==> config.mk <==
export PLATFORM = sky130hd
export DESIGN_NAME = raster_image_to_toolpath_flat
export DESIGN_NICKNAME = d
export VERILOG_FILES = /design/src/hdl/rit_pkg.sv /design/src/hdl/rit_pixel_if.sv /design/src/hdl/rit_cmd_if.sv /design/src/hdl/rit_cfg.sv /design/src/hdl/rit_front.sv /design/src/hdl/rit_queue.sv /design/src/hdl/rit_back.sv /design/src/hdl/raster_image_to_toolpath.sv /design/src/flat_wrapper.sv
export SDC_FILE = /design/constraint.sdc
export NUM_CORES = 1
export LEC_CHECK = 0
export BUFFER_PORTS_ARGS = -buffer_cell sky130_fd_sc_hd__clkbuf_2
export CORE_UTILIZATION = 55
export DETAILED_ROUTE_END_ITERATION = 7
export GPL_ROUTABILITY_DRIVEN = 0
export PLACE_DENSITY_LB_ADDON = 0.2
export SLEW_MARGIN = 25
export SYNTH_ARGS = -nofsm -noshare
export SYNTH_HDL_FRONTEND = slang
export SYNTH_SLANG_ARGS = --single-unit
==> constraint.sdc <==
create_clock -name clk -period 8 [get_ports clk]
set_clock_uncertainty 0.15 [all_clocks]
set_input_delay 0 -clock clk [delete_from_list [all_inputs] [get_ports clk]]
set_output_delay 0 -clock clk [all_outputs]
set_load 0.02 [all_outputs]
==> src/hdl/rit_pkg.sv <==
// ----------------------------------------------------------------------------
// rit_pkg
// Shared types and constants of the raster-to-toolpath block: register map,
// command kinds, command step order and the configuration bundle.
// ----------------------------------------------------------------------------
`default_nettype none

package rit_pkg;

  // Default largest image dimension
  localparam int MAX_DIM_DEF     = 4096;
  // Default depth of the request queue between front and back
  localparam int QUEUE_DEPTH_DEF = 4;
  // A pixel whose channel sum exceeds this is light
  localparam int LIGHT_LIMIT     = 381;

  // Configuration register map (word index)
  typedef enum logic [2:0] {
    REG_LAST_COLUMN   = 3'd0,
    REG_LAST_ROW      = 3'd1,
    REG_Z_DOWN        = 3'd2,
    REG_Z_UP          = 3'd3,
    REG_FILL_STEP     = 3'd4,
    REG_MAIN_AXIS_X   = 3'd5,
    REG_REVERSE_LINES = 3'd6,
    REG_SERPENTINE    = 3'd7
  } reg_idx_t;

  // Output command kinds
  typedef enum logic [1:0] {
    CMD_MOVE_X = 2'd0,
    CMD_MOVE_Y = 2'd1,
    CMD_MOVE_Z = 2'd2,
    CMD_HOME   = 2'd3
  } cmd_kind_t;

  // Command steps of one pixel, in emission order
  localparam int STEP_HDR_Z = 0;
  localparam int STEP_HOME  = 1;
  localparam int STEP_CROSS = 2;
  localparam int STEP_START = 3;
  localparam int STEP_ZDN   = 4;
  localparam int STEP_END   = 5;
  localparam int STEP_ZUP   = 6;
  localparam int NUM_STEPS  = 7;

  typedef logic [NUM_STEPS-1:0] step_mask_t;

  // Configuration register bundle
  typedef struct packed {
    logic [11:0] last_column;
    logic [11:0] last_row;
    logic [15:0] z_down;
    logic [15:0] z_up;
    logic [11:0] fill_step;
    logic        main_axis_x;
    logic        reverse_lines;
    logic        serpentine;
  } cfg_t;

endpackage

`default_nettype wire

==> src/hdl/rit_pixel_if.sv <==
// ----------------------------------------------------------------------------
// rit_pixel_if
// Pixel request channel: one RGB pixel per request.
// ----------------------------------------------------------------------------
`default_nettype none

interface rit_pixel_if;
  logic       valid;
  logic       ready;
  logic [7:0] red;
  logic [7:0] green;
  logic [7:0] blue;

  modport source (output valid, output red, output green, output blue, input ready);
  modport sink   (input valid, input red, input green, input blue, output ready);
endinterface

`default_nettype wire

==> src/hdl/rit_cmd_if.sv <==
// ----------------------------------------------------------------------------
// rit_cmd_if
// Machine command channel: one move, Z or home command per request.
// ----------------------------------------------------------------------------
`default_nettype none

interface rit_cmd_if;
  logic        valid;
  logic        ready;
  logic [1:0]  command_kind;
  logic [15:0] target;
  logic        last_of_pixel;

  modport source (output valid, output command_kind, output target,
                  output last_of_pixel, input ready);
  modport sink   (input valid, input command_kind, input target,
                  input last_of_pixel, output ready);
endinterface

`default_nettype wire

==> src/hdl/rit_cfg.sv <==
// ----------------------------------------------------------------------------
// rit_cfg
// APB-style configuration registers with read back.
// ----------------------------------------------------------------------------
`default_nettype none

module rit_cfg (
  input  wire logic        clk,
  input  wire logic        rst_n,
  input  wire logic        cfg_psel,
  input  wire logic        cfg_penable,
  input  wire logic        cfg_pwrite,
  input  wire logic [4:0]  cfg_paddr,
  input  wire logic [31:0] cfg_pwdata,
  output logic      [31:0] cfg_prdata,
  output logic             cfg_pready,
  output rit_pkg::cfg_t    cfg
);

  rit_pkg::cfg_t     cfg_r;
  rit_pkg::reg_idx_t idx;
  logic              wr_en;

  assign idx        = rit_pkg::reg_idx_t'(cfg_paddr[4:2]);
  assign wr_en      = cfg_psel && cfg_penable && cfg_pwrite;
  assign cfg_pready = 1'b1;
  assign cfg        = cfg_r;

  // Hold register values, update on a write access
  always_ff @(posedge clk) begin
    if (!rst_n) begin
      cfg_r.last_column   <= 12'd255;
      cfg_r.last_row      <= 12'd255;
      cfg_r.z_down        <= 16'd0;
      cfg_r.z_up          <= 16'd100;
      cfg_r.fill_step     <= 12'd1;
      cfg_r.main_axis_x   <= 1'b1;
      cfg_r.reverse_lines <= 1'b0;
      cfg_r.serpentine    <= 1'b1;
    end else if (wr_en) begin
      unique case (idx)
        rit_pkg::REG_LAST_COLUMN:   cfg_r.last_column   <= cfg_pwdata[11:0];
        rit_pkg::REG_LAST_ROW:      cfg_r.last_row      <= cfg_pwdata[11:0];
        rit_pkg::REG_Z_DOWN:        cfg_r.z_down        <= cfg_pwdata[15:0];
        rit_pkg::REG_Z_UP:          cfg_r.z_up          <= cfg_pwdata[15:0];
        rit_pkg::REG_FILL_STEP:     cfg_r.fill_step     <= cfg_pwdata[11:0];
        rit_pkg::REG_MAIN_AXIS_X:   cfg_r.main_axis_x   <= cfg_pwdata[0];
        rit_pkg::REG_REVERSE_LINES: cfg_r.reverse_lines <= cfg_pwdata[0];
        rit_pkg::REG_SERPENTINE:    cfg_r.serpentine    <= cfg_pwdata[0];
      endcase
    end
  end

  // Return the addressed register
  always_comb begin
    unique case (idx)
      rit_pkg::REG_LAST_COLUMN:   cfg_prdata = {20'd0, cfg_r.last_column};
      rit_pkg::REG_LAST_ROW:      cfg_prdata = {20'd0, cfg_r.last_row};
      rit_pkg::REG_Z_DOWN:        cfg_prdata = {16'd0, cfg_r.z_down};
      rit_pkg::REG_Z_UP:          cfg_prdata = {16'd0, cfg_r.z_up};
      rit_pkg::REG_FILL_STEP:     cfg_prdata = {20'd0, cfg_r.fill_step};
      rit_pkg::REG_MAIN_AXIS_X:   cfg_prdata = {31'd0, cfg_r.main_axis_x};
      rit_pkg::REG_REVERSE_LINES: cfg_prdata = {31'd0, cfg_r.reverse_lines};
      rit_pkg::REG_SERPENTINE:    cfg_prdata = {31'd0, cfg_r.serpentine};
    endcase
  end

endmodule

`default_nettype wire

==> src/hdl/rit_front.sv <==
// ----------------------------------------------------------------------------
// rit_front
// Pixel front end: thresholds each pixel, tracks scan position and the open
// dark run, and queues a command descriptor for each pixel that emits.
// ----------------------------------------------------------------------------
`default_nettype none

module rit_front #(
  parameter int MAX_DIM = rit_pkg::MAX_DIM_DEF,
  localparam int LW = $clog2(MAX_DIM),
  localparam int AW = LW + 2,
  localparam int NW = ((LW > 12) ? LW : 12) + 2
) (
  input  wire logic          clk,
  input  wire logic          rst_n,
  input  rit_pkg::cfg_t      cfg,
  rit_pixel_if.sink          in_px,
  input  wire logic          q_full,
  output logic               push,
  output rit_pkg::step_mask_t push_mask,
  output logic [LW-1:0]      push_line,
  output logic [AW-1:0]      push_start,
  output logic [AW-1:0]      push_end
);

  localparam logic signed [AW-1:0] A_ONE  = AW'(1);
  localparam logic signed [AW-1:0] A_NEG  = '1;
  localparam logic signed [AW-1:0] A_ZERO = '0;
  localparam logic [NW-1:0]        DIM_LIM = NW'(MAX_DIM - 1);

  // Scan state
  logic                 hdr_sent_r, hdr_sent_nxt;
  logic signed [AW-1:0] along_r, along_nxt;
  logic                 fwd_r, fwd_nxt;
  logic [LW-1:0]        line_r, line_nxt;
  logic                 run_open_r, run_open_nxt;
  logic signed [AW-1:0] run_start_r, run_start_nxt;
  logic                 lls_valid_r, lls_valid_nxt;
  logic [LW-1:0]        lls_r, lls_nxt;

  logic                 accept;
  logic [9:0]           sum;
  logic                 dark;
  logic [NW-1:0]        along_dim, line_dim;
  logic signed [AW-1:0] last_along;
  logic [LW-1:0]        last_line;
  logic [11:0]          step;
  logic                 hdr;
  logic signed [AW-1:0] along_eff, pos, start_eff, end_pos;
  logic                 fwd_eff, open_eff, lls_valid_eff;
  logic [LW-1:0]        line_eff;
  logic                 at_end, close, cross_en, end_en, done;
  logic signed [NW-1:0] line_cur, line_step, line_new, last_line_n;

  assign accept    = in_px.valid && in_px.ready;
  assign in_px.ready = !q_full;

  // Threshold and clamp the configured dimensions
  always_comb begin
    sum        = 10'(in_px.red) + 10'(in_px.green) + 10'(in_px.blue);
    dark       = sum <= 10'(rit_pkg::LIGHT_LIMIT);
    along_dim  = NW'(cfg.main_axis_x ? cfg.last_column : cfg.last_row);
    line_dim   = NW'(cfg.main_axis_x ? cfg.last_row : cfg.last_column);
    if (along_dim > DIM_LIM) along_dim = DIM_LIM;
    if (line_dim > DIM_LIM) line_dim = DIM_LIM;
    last_along = AW'(along_dim);
    last_line  = LW'(line_dim);
    step       = (cfg.fill_step == 12'd0) ? 12'd1 : cfg.fill_step;
  end

  // Classify the pixel and work out the next scan state
  always_comb begin
    hdr           = !hdr_sent_r;
    along_eff     = hdr ? A_NEG : along_r;
    fwd_eff       = hdr ? 1'b1 : fwd_r;
    open_eff      = hdr ? 1'b0 : run_open_r;
    lls_valid_eff = hdr ? 1'b0 : lls_valid_r;
    line_eff      = hdr ? (cfg.reverse_lines ? last_line : '0) : line_r;

    pos    = fwd_eff ? along_eff + A_ONE : along_eff - A_ONE;
    at_end = fwd_eff ? (pos >= last_along) : (pos <= A_ZERO);

    start_eff = (dark && !open_eff) ? pos : (hdr ? A_ZERO : run_start_r);
    close     = (open_eff && !dark) || (at_end && dark);
    cross_en  = close && !(lls_valid_eff && (lls_r == line_eff));
    end_en    = close && (start_eff != pos);
    end_pos   = dark ? pos : (fwd_eff ? pos - A_ONE : pos + A_ONE);

    line_cur    = NW'(line_eff);
    line_step   = NW'(step);
    last_line_n = NW'(last_line);
    line_new    = cfg.reverse_lines ? line_cur - line_step : line_cur + line_step;
    done        = at_end && (cfg.reverse_lines ? (line_new < $signed(NW'(0)))
                                               : (line_new > last_line_n));

    run_open_nxt  = close ? 1'b0 : (open_eff || dark);
    run_start_nxt = start_eff;
    lls_valid_nxt = lls_valid_eff || cross_en;
    lls_nxt       = cross_en ? line_eff : lls_r;

    along_nxt = pos;
    fwd_nxt   = fwd_eff;
    line_nxt  = line_eff;
    if (at_end) begin
      line_nxt = LW'(line_new);
      if (cfg.serpentine) begin
        along_nxt = fwd_eff ? pos + A_ONE : pos - A_ONE;
        fwd_nxt   = !fwd_eff;
      end else begin
        along_nxt = A_NEG;
        fwd_nxt   = 1'b1;
      end
    end
    hdr_sent_nxt = !done;
  end

  // Build the descriptor for the back end
  always_comb begin
    push_mask                      = '0;
    push_mask[rit_pkg::STEP_HDR_Z] = hdr;
    push_mask[rit_pkg::STEP_HOME]  = hdr;
    push_mask[rit_pkg::STEP_CROSS] = cross_en;
    push_mask[rit_pkg::STEP_START] = close;
    push_mask[rit_pkg::STEP_ZDN]   = close;
    push_mask[rit_pkg::STEP_END]   = end_en;
    push_mask[rit_pkg::STEP_ZUP]   = close;
    push_line  = line_eff;
    push_start = start_eff;
    push_end   = end_pos;
    push       = accept && (push_mask != '0);
  end

  // Advance scan state on each accepted pixel
  always_ff @(posedge clk) begin
    if (!rst_n) begin
      hdr_sent_r  <= 1'b0;
      fwd_r       <= 1'b1;
      run_open_r  <= 1'b0;
      lls_valid_r <= 1'b0;
    end else if (accept) begin
      hdr_sent_r  <= hdr_sent_nxt;
      fwd_r       <= fwd_nxt;
      run_open_r  <= run_open_nxt;
      lls_valid_r <= lls_valid_nxt;
    end
  end

  always_ff @(posedge clk) begin
    if (accept) begin
      along_r     <= along_nxt;
      line_r      <= line_nxt;
      run_start_r <= run_start_nxt;
      lls_r       <= lls_nxt;
    end
  end

  // The first pixel of an image always emits the header
  a_hdr_push: assert property (@(posedge clk) disable iff (!rst_n)
    (accept && !hdr_sent_r) |-> push)
    else $error("header pixel did not queue commands");

  // A finished image starts over with a header
  a_done_restart: assert property (@(posedge clk) disable iff (!rst_n)
    (accept && done) |=> !hdr_sent_r)
    else $error("image end did not rearm the header");

endmodule

`default_nettype wire

==> src/hdl/rit_queue.sv <==
// ----------------------------------------------------------------------------
// rit_queue
// Small register FIFO decoupling the pixel front end from command output.
// ----------------------------------------------------------------------------
`default_nettype none

module rit_queue #(
  parameter int WIDTH = 8,
  parameter int DEPTH = rit_pkg::QUEUE_DEPTH_DEF,
  localparam int PW = (DEPTH > 1) ? $clog2(DEPTH) : 1,
  localparam int CW = $clog2(DEPTH + 1)
) (
  input  wire logic             clk,
  input  wire logic             rst_n,
  input  wire logic             push,
  input  wire logic [WIDTH-1:0] push_data,
  input  wire logic             pop,
  output logic                  full,
  output logic                  q_valid,
  output logic      [WIDTH-1:0] q_data
);

  localparam logic [PW-1:0] PTR_LAST = PW'(DEPTH - 1);
  localparam logic [CW-1:0] CNT_FULL = CW'(DEPTH);

  logic [WIDTH-1:0] mem_r [DEPTH];
  logic [PW-1:0]    wr_ptr_r, wr_ptr_nxt;
  logic [PW-1:0]    rd_ptr_r, rd_ptr_nxt;
  logic [CW-1:0]    count_r, count_nxt;

  assign full    = (count_r == CNT_FULL);
  assign q_valid = (count_r != '0);
  assign q_data  = mem_r[rd_ptr_r];

  // Advance pointers and occupancy
  always_comb begin
    wr_ptr_nxt = wr_ptr_r;
    rd_ptr_nxt = rd_ptr_r;
    count_nxt  = count_r;
    if (push) wr_ptr_nxt = (wr_ptr_r == PTR_LAST) ? '0 : wr_ptr_r + PW'(1);
    if (pop)  rd_ptr_nxt = (rd_ptr_r == PTR_LAST) ? '0 : rd_ptr_r + PW'(1);
    if (push && !pop)      count_nxt = count_r + CW'(1);
    else if (pop && !push) count_nxt = count_r - CW'(1);
  end

  always_ff @(posedge clk) begin
    if (!rst_n) begin
      wr_ptr_r <= '0;
      rd_ptr_r <= '0;
      count_r  <= '0;
    end else begin
      wr_ptr_r <= wr_ptr_nxt;
      rd_ptr_r <= rd_ptr_nxt;
      count_r  <= count_nxt;
    end
  end

  // Store pushed descriptors
  always_ff @(posedge clk) begin
    if (push) mem_r[wr_ptr_r] <= push_data;
  end

  a_no_overflow: assert property (@(posedge clk) disable iff (!rst_n)
    push |-> (!full || pop))
    else $error("push into a full queue");

  a_no_underflow: assert property (@(posedge clk) disable iff (!rst_n)
    pop |-> q_valid)
    else $error("pop from an empty queue");

endmodule

`default_nettype wire

==> src/hdl/rit_back.sv <==
// ----------------------------------------------------------------------------
// rit_back
// Command back end: expands queued descriptors into single commands, one per
// cycle while the command channel accepts them, through a registered output stage.
// ----------------------------------------------------------------------------
`default_nettype none

module rit_back #(
  parameter int MAX_DIM = rit_pkg::MAX_DIM_DEF,
  localparam int LW = $clog2(MAX_DIM),
  localparam int AW = LW + 2
) (
  input  wire logic          clk,
  input  wire logic          rst_n,
  input  rit_pkg::cfg_t      cfg,
  input  wire logic          q_valid,
  input  rit_pkg::step_mask_t q_mask,
  input  wire logic [LW-1:0] q_line,
  input  wire logic [AW-1:0] q_start,
  input  wire logic [AW-1:0] q_end,
  output logic               pop,
  rit_cmd_if.source          out_cmd
);

  rit_pkg::step_mask_t mask_r, mask_nxt;
  logic [LW-1:0]       line_r;
  logic [AW-1:0]       start_r, end_r;

  logic                out_valid_r, out_valid_nxt;
  rit_pkg::cmd_kind_t  kind_r, kind_nxt;
  logic [15:0]         target_r, target_nxt;
  logic                last_r, last_nxt;

  rit_pkg::step_mask_t sel, rest, mask_after;
  logic                can_load, have, emit;
  rit_pkg::cmd_kind_t  along_kind, cross_kind;

  assign out_cmd.valid         = out_valid_r;
  assign out_cmd.command_kind  = kind_r;
  assign out_cmd.target        = target_r;
  assign out_cmd.last_of_pixel = last_r;

  // Pick the next pending step and refill from the queue when done
  always_comb begin
    can_load   = !out_valid_r || out_cmd.ready;
    have       = (mask_r != '0);
    sel        = mask_r & (~mask_r + rit_pkg::step_mask_t'(1));
    rest       = mask_r & ~sel;
    emit       = have && can_load;
    mask_after = emit ? rest : mask_r;
    pop        = q_valid && (mask_after == '0);
    mask_nxt   = pop ? q_mask : mask_after;
  end

  // Decode the selected step into a command
  always_comb begin
    along_kind = cfg.main_axis_x ? rit_pkg::CMD_MOVE_X : rit_pkg::CMD_MOVE_Y;
    cross_kind = cfg.main_axis_x ? rit_pkg::CMD_MOVE_Y : rit_pkg::CMD_MOVE_X;
    kind_nxt   = rit_pkg::CMD_MOVE_Z;
    target_nxt = cfg.z_up;
    priority if (sel[rit_pkg::STEP_HDR_Z]) begin
      kind_nxt   = rit_pkg::CMD_MOVE_Z;
      target_nxt = cfg.z_up;
    end else if (sel[rit_pkg::STEP_HOME]) begin
      kind_nxt   = rit_pkg::CMD_HOME;
      target_nxt = 16'd0;
    end else if (sel[rit_pkg::STEP_CROSS]) begin
      kind_nxt   = cross_kind;
      target_nxt = 16'(line_r);
    end else if (sel[rit_pkg::STEP_START]) begin
      kind_nxt   = along_kind;
      target_nxt = 16'(start_r);
    end else if (sel[rit_pkg::STEP_ZDN]) begin
      kind_nxt   = rit_pkg::CMD_MOVE_Z;
      target_nxt = cfg.z_down;
    end else if (sel[rit_pkg::STEP_END]) begin
      kind_nxt   = along_kind;
      target_nxt = 16'(end_r);
    end else begin
      kind_nxt   = rit_pkg::CMD_MOVE_Z;
      target_nxt = cfg.z_up;
    end
    last_nxt      = (rest == '0);
    out_valid_nxt = can_load ? have : out_valid_r;
  end

  // Hold control state: pending steps and output valid
  always_ff @(posedge clk) begin
    if (!rst_n) begin
      mask_r      <= '0;
      out_valid_r <= 1'b0;
    end else begin
      mask_r      <= mask_nxt;
      out_valid_r <= out_valid_nxt;
    end
  end

  // Load descriptor payload and the output command
  always_ff @(posedge clk) begin
    if (pop) begin
      line_r  <= q_line;
      start_r <= q_start;
      end_r   <= q_end;
    end
    if (emit) begin
      kind_r   <= kind_nxt;
      target_r <= target_nxt;
      last_r   <= last_nxt;
    end
  end

  // Every queued descriptor carries at least one command
  a_pop_nonempty: assert property (@(posedge clk) disable iff (!rst_n)
    pop |=> (mask_r != '0))
    else $error("empty descriptor loaded");

endmodule

`default_nettype wire

==> src/hdl/raster_image_to_toolpath.sv <==
// ----------------------------------------------------------------------------
// raster_image_to_toolpath
// Converts a scanned RGB raster into tool moves drawing its dark runs.
// ----------------------------------------------------------------------------
// Pixels are taken one per cycle in scan order while the descriptor queue
// (QUEUE_DEPTH entries) has room. A pixel that starts an image queues two
// commands ahead of any run it closes, and one that closes a dark run queues
// three to five, so a single pixel queues up to six. The output stage sends
// one command per cycle while the command channel is ready. The input
// stalls only when the queue is full. Configuration is read live and must
// be written only while no commands are pending. No clearing pass.
`default_nettype none

module raster_image_to_toolpath #(
  parameter int MAX_DIM     = rit_pkg::MAX_DIM_DEF,
  parameter int QUEUE_DEPTH = rit_pkg::QUEUE_DEPTH_DEF
) (
  input  wire logic        clk,
  input  wire logic        rst_n,
  rit_pixel_if.sink        in_px,
  rit_cmd_if.source        out_cmd,
  input  wire logic        cfg_psel,
  input  wire logic        cfg_penable,
  input  wire logic        cfg_pwrite,
  input  wire logic [4:0]  cfg_paddr,
  input  wire logic [31:0] cfg_pwdata,
  output logic      [31:0] cfg_prdata,
  output logic             cfg_pready
);

  localparam int LW = $clog2(MAX_DIM);
  localparam int AW = LW + 2;
  localparam int DW = rit_pkg::NUM_STEPS + LW + 2 * AW;

  rit_pkg::cfg_t       cfg;
  logic                q_full, push, pop, q_valid;
  rit_pkg::step_mask_t push_mask, q_mask;
  logic [LW-1:0]       push_line, q_line;
  logic [AW-1:0]       push_start, push_end, q_start, q_end;
  logic [DW-1:0]       q_data;

  rit_cfg u_cfg (
    .clk         (clk),
    .rst_n       (rst_n),
    .cfg_psel    (cfg_psel),
    .cfg_penable (cfg_penable),
    .cfg_pwrite  (cfg_pwrite),
    .cfg_paddr   (cfg_paddr),
    .cfg_pwdata  (cfg_pwdata),
    .cfg_prdata  (cfg_prdata),
    .cfg_pready  (cfg_pready),
    .cfg         (cfg)
  );

  rit_front #(.MAX_DIM(MAX_DIM)) u_front (
    .clk        (clk),
    .rst_n      (rst_n),
    .cfg        (cfg),
    .in_px      (in_px),
    .q_full     (q_full),
    .push       (push),
    .push_mask  (push_mask),
    .push_line  (push_line),
    .push_start (push_start),
    .push_end   (push_end)
  );

  rit_queue #(.WIDTH(DW), .DEPTH(QUEUE_DEPTH)) u_queue (
    .clk       (clk),
    .rst_n     (rst_n),
    .push      (push),
    .push_data ({push_mask, push_line, push_start, push_end}),
    .pop       (pop),
    .full      (q_full),
    .q_valid   (q_valid),
    .q_data    (q_data)
  );

  assign {q_mask, q_line, q_start, q_end} = q_data;

  rit_back #(.MAX_DIM(MAX_DIM)) u_back (
    .clk     (clk),
    .rst_n   (rst_n),
    .cfg     (cfg),
    .q_valid (q_valid),
    .q_mask  (q_mask),
    .q_line  (q_line),
    .q_start (q_start),
    .q_end   (q_end),
    .pop     (pop),
    .out_cmd (out_cmd)
  );

endmodule

`default_nettype wire
==> src/flat_wrapper.sv <==
// flat-port wrapper written by rule: the top's interface ports become plain ports
module raster_image_to_toolpath_flat 
#(
  parameter int MAX_DIM     = rit_pkg::MAX_DIM_DEF,
  parameter int QUEUE_DEPTH = rit_pkg::QUEUE_DEPTH_DEF
)
  (clk, rst_n, cfg_psel, cfg_penable, cfg_pwrite, cfg_paddr, cfg_pwdata, cfg_prdata, cfg_pready, in_px_valid, in_px_red, in_px_green, in_px_blue, in_px_ready, out_cmd_valid, out_cmd_command_kind, out_cmd_target, out_cmd_last_of_pixel, out_cmd_ready);
  rit_pixel_if in_px_i ();
  rit_cmd_if out_cmd_i ();
  input  wire logic clk;
  input  wire logic rst_n;
  input  wire logic cfg_psel;
  input  wire logic cfg_penable;
  input  wire logic cfg_pwrite;
  input  wire logic [4:0] cfg_paddr;
  input  wire logic [31:0] cfg_pwdata;
  output logic      [31:0] cfg_prdata;
  output logic cfg_pready;
  input wire logic [$bits(in_px_i.valid)-1:0] in_px_valid;
  input wire logic [$bits(in_px_i.red)-1:0] in_px_red;
  input wire logic [$bits(in_px_i.green)-1:0] in_px_green;
  input wire logic [$bits(in_px_i.blue)-1:0] in_px_blue;
  output wire logic [$bits(in_px_i.ready)-1:0] in_px_ready;
  output wire logic [$bits(out_cmd_i.valid)-1:0] out_cmd_valid;
  output wire logic [$bits(out_cmd_i.command_kind)-1:0] out_cmd_command_kind;
  output wire logic [$bits(out_cmd_i.target)-1:0] out_cmd_target;
  output wire logic [$bits(out_cmd_i.last_of_pixel)-1:0] out_cmd_last_of_pixel;
  input wire logic [$bits(out_cmd_i.ready)-1:0] out_cmd_ready;
  assign in_px_i.valid = in_px_valid;
  assign in_px_i.red = in_px_red;
  assign in_px_i.green = in_px_green;
  assign in_px_i.blue = in_px_blue;
  assign in_px_ready = in_px_i.ready;
  assign out_cmd_valid = out_cmd_i.valid;
  assign out_cmd_command_kind = out_cmd_i.command_kind;
  assign out_cmd_target = out_cmd_i.target;
  assign out_cmd_last_of_pixel = out_cmd_i.last_of_pixel;
  assign out_cmd_i.ready = out_cmd_ready;
  raster_image_to_toolpath #(.MAX_DIM(MAX_DIM), .QUEUE_DEPTH(QUEUE_DEPTH)) u_core (.clk(clk), .rst_n(rst_n), .in_px(in_px_i), .out_cmd(out_cmd_i), .cfg_psel(cfg_psel), .cfg_penable(cfg_penable), .cfg_pwrite(cfg_pwrite), .cfg_paddr(cfg_paddr), .cfg_pwdata(cfg_pwdata), .cfg_prdata(cfg_prdata), .cfg_pready(cfg_pready));
endmodule
==> metrics <==
die footprint=37000 µm²; top-count cell post-synth=edfxtp_1; drt first pass iters=8; Slew HR=0.344; fmax=154 MHz; Routed Antenna Nets=0; Area contributors post-synth=edfxtp_1 (43%), dfxtp_1 (9.2%), mux4_2 (5.1%), ha_1 (4.6%), nand2_1 (4.3%); met1 Use GR=0.383; clk root buf=clkbuf_16; starting density of the core=0.559; final instance area=22300 µm²; GR Layer Usage met3=0.0502; Synth Flop Type=edfxtp_1; Synth Cell Area=19900 µm²; Core Rows=69; largest net degree at the start of global routing=93; drt total wl=51400 µm; Std-Cell Core Area=35700 µm²; register area=10500 µm²; antenna violations before repair=0; fill count=2774; Min-Delay Path Depth=3; diode count=0; Final HPWL DP=34700 µm; critical-path maximum fanout=32; placed inst area=20700 µm²; Max clock buf depth=3; simple-gate portion of the synthesized area=0.126; Worst EP arrival=6.56 ns; Least-Margin Pin Slew=0.980 ns; failing checks=DRC; via count=14400; XOR/XNOR Fraction of Synth Area=0.0277; largest family of logic cells by synthesized area=compound AO/OA/AOI/OAI gates; CTS tree=built; Pleak=8.19 nW; syn avg cell area=11.4 µm²; post-synthesis mux area share=0.0821; share of layout cells above drive strength 1=0.160; Final TNS setup=0 ns; height of the die=192 µm; area grow syn2layout=11.9%; drt wl/cell=22.1 µm; RSZ-0062 raised after global routing=no; H-tree depth=2; busiest grt layer=met2; via/cell ratio=6.20; Synth Area in Compound Gates=0.140; Clock Pin Slew Worst Setup and Hold Paths=0.06 ns; GRT Total Usage=0.277; Buffers on Ports=86; Syn Inst Count=1756; Worst-Skew Late Latency=0.53 ns; Synth async-reset ratio=0; run status=finished with violations; GR Util met2=0.434; worst vdd ir=0.304 mV; number of global-route vias before repair=13500; final hold vios=0; footprint of the multi-input gates=8790 µm²; Worst Hold Class=in2reg; share of the synthesized area in the top cell type=0.432; Initial DRC Count=1443; startpoint types=flip-flop; CTS buffer count=41; final setup vio count=0; PostCTS Resize Cnt=0; final slew viol count=0; post-synth top area cell=edfxtp_1; WP data required=8.06 ns; Post-synth EDFFs=287; Seq/Total Area, Yosys=0.525; Adder-Cell Fraction of Synth Area=0.0610; Die Span X=192 µm; first-pass GRT wire length=77300 µm; GRT overflow=0; drc violations=18; Setup CP Type=reg2reg; Cell Pwr Density=434 nW/µm²; fin crit period=6.50 ns; Cell variety after synth=91; Worst Setup End Kind=flip-flop; Sink Count=379; Synth Warn #=0; Tcrit/Tclk final=0.812; Post-CTS Repair Setup Buffers=0; Synth top cells by count=edfxtp_1 (287), nand2_1 (229), dfxtp_1 (92); #FFs+latches synth=379; max-cap viol count=0; number of I/O pins=122; R2R cell count=19; Net count, final=1986
==> routing by layer <==
layer  part of all wire  wire length [µm]  vias up
met5                  0                 0        -
met4              0.039              2010        0
met3              0.079              4080      109
met2               0.46             23600      594
met1               0.42             21700     7045
li1                   -                 -     6649
==> cell families (layout without fill, tap and decap cells) <==
kind of cell / Yosys count / after routing
xor gates and xnor gates: 57 / 57
and+or+nand+nor: 531 / 531
DFF: 379 / 379
muxes: 105 / 105
AOI/OAI and AO/OA: 416 / 416
other: 2 / 17
adders and majority gates: 90 / 90
buffers and inverters: 176 / 266
==> cell type report <==
class,instances,area share
Clock inverter,18,0.0102
Tap cell,461,0.0258
Clock buffer,55,0.0514
Sequential cell,379,0.469
Inverter,49,0.00847
Timing Repair Buffer,144,0.0413
Multi-Input combinational cell,1216,0.394
==> worst paths after layout <==
check                       start                    endpoint  slack (ns)
min reg2reg  u_core.u_cfg.cfg[46]        u_core.u_cfg.cfg[46]        0.34
max reg2reg  u_core.u_front.fwd_r  u_core.u_queue.mem_r[3][4]        1.50
min                  cfg_paddr[3]         u_core.u_cfg.cfg[0]        0.09
max          u_core.u_front.fwd_r  u_core.u_queue.mem_r[3][4]        1.50
==> state kept, by name, indices dropped and copies added (netlist names), named ones only <==
signal,flops
u_core.u_queue.mem_r,176
u_core.u_cfg.cfg,71
u_core.u_back.out_cmd.target,16
u_core.u_back.end_r,14
u_core.u_back.start_r,14
u_core.u_front.along_r,14
u_core.u_front.run_start_r,14
u_core.u_back.line_r,12
u_core.u_front.line_r,12
u_core.u_front.lls_r,12
u_core.u_back.mask_r,7
u_core.u_queue.count_r,3
u_core.u_back.out_cmd.command_kind,2
u_core.u_queue.rd_ptr_r,2
u_core.u_queue.wr_ptr_r,2
u_core.u_back.out_cmd.last_of_pixel,1
u_core.u_back.out_cmd.valid,1
u_core.u_front.fwd_r,1
u_core.u_front.hdr_sent_r,1
u_core.u_front.lls_valid_r,1
u_core.u_front.run_open_r,1
==> timing repair <==
action | CTS | global route
endpoints found under the setup margin | 0 | 0
hold buffers | 22 | 0
endpoints found under the hold margin | 79 | 0
==> cells in the final DEF, fill, tap and decap left out, types with 30 or more instances in the layout <==
master     count
a21boi_0      59
a21oi_1       85
a22oi_1       43
buf_4         36
clkbuf_16     43
clkbuf_2      87
dfxtp_1       89
edfxtp_1     287
ha_1          74
inv_1         39
mux2i_1       42
mux4_2        45
nand2_1      229
nand2b_1      30
nand3_1       56
nor2_1        87
o21ai_0       89
xnor2_1       37
==> where the power goes <==
| part | switching, mW | total, mW | internal, mW | leakage [nW] |
|---|---|---|---|---|
| registers | 0.283 | 3.51 | 3.23 | 3.45 |
| clock network | 0.766 | 1.94 | 1.17 | 0.669 |
| logic | 2.76 | 4.23 | 1.47 | 4.08 |
==> critical path, stage by stage (launching register included) <==
cell      delay [ns]
dfxtp_1         0.38
nand2b_1        0.12
buf_4           0.25
inv_1           0.26
ha_1            0.48
a21oi_1         0.36
o21a_1          0.19
o21ai_2         0.10
a311o_1         0.38
nand3_1         0.30
inv_1           0.22
ha_1            0.35
nand2_1         0.06
o21ai_0         0.18
a21oi_1         0.08
o31ai_1         0.08
o22ai_1         0.23
o32ai_2         0.72
and2_2          0.87
buf_4           0.37
==> stage by stage <==
| step | hold slack (ns) | power (mW) | instances | setup slack [ns] | util |
|---|---|---|---|---|---|
| finish | 0.0919 | 9.68 | 2322 | 1.50 | 0.626 |
| global route | 0.146 | 10.2 | 2322 | 1.15 | 0.626 |
| CTS | 0.0497 | 9.68 | 2322 | 1.59 | 0.626 |
| detailed placement | 0.115 | 7.70 | 2227 | 1.61 | 0.581 |
| global placement | 0.102 | 7.55 | 2227 | 1.70 | 0.581 |
| floorplan | -0.0260 | 6.47 | 1771 | 1.83 | - |
No activity file was read; power rests on OpenSTA's default activity.
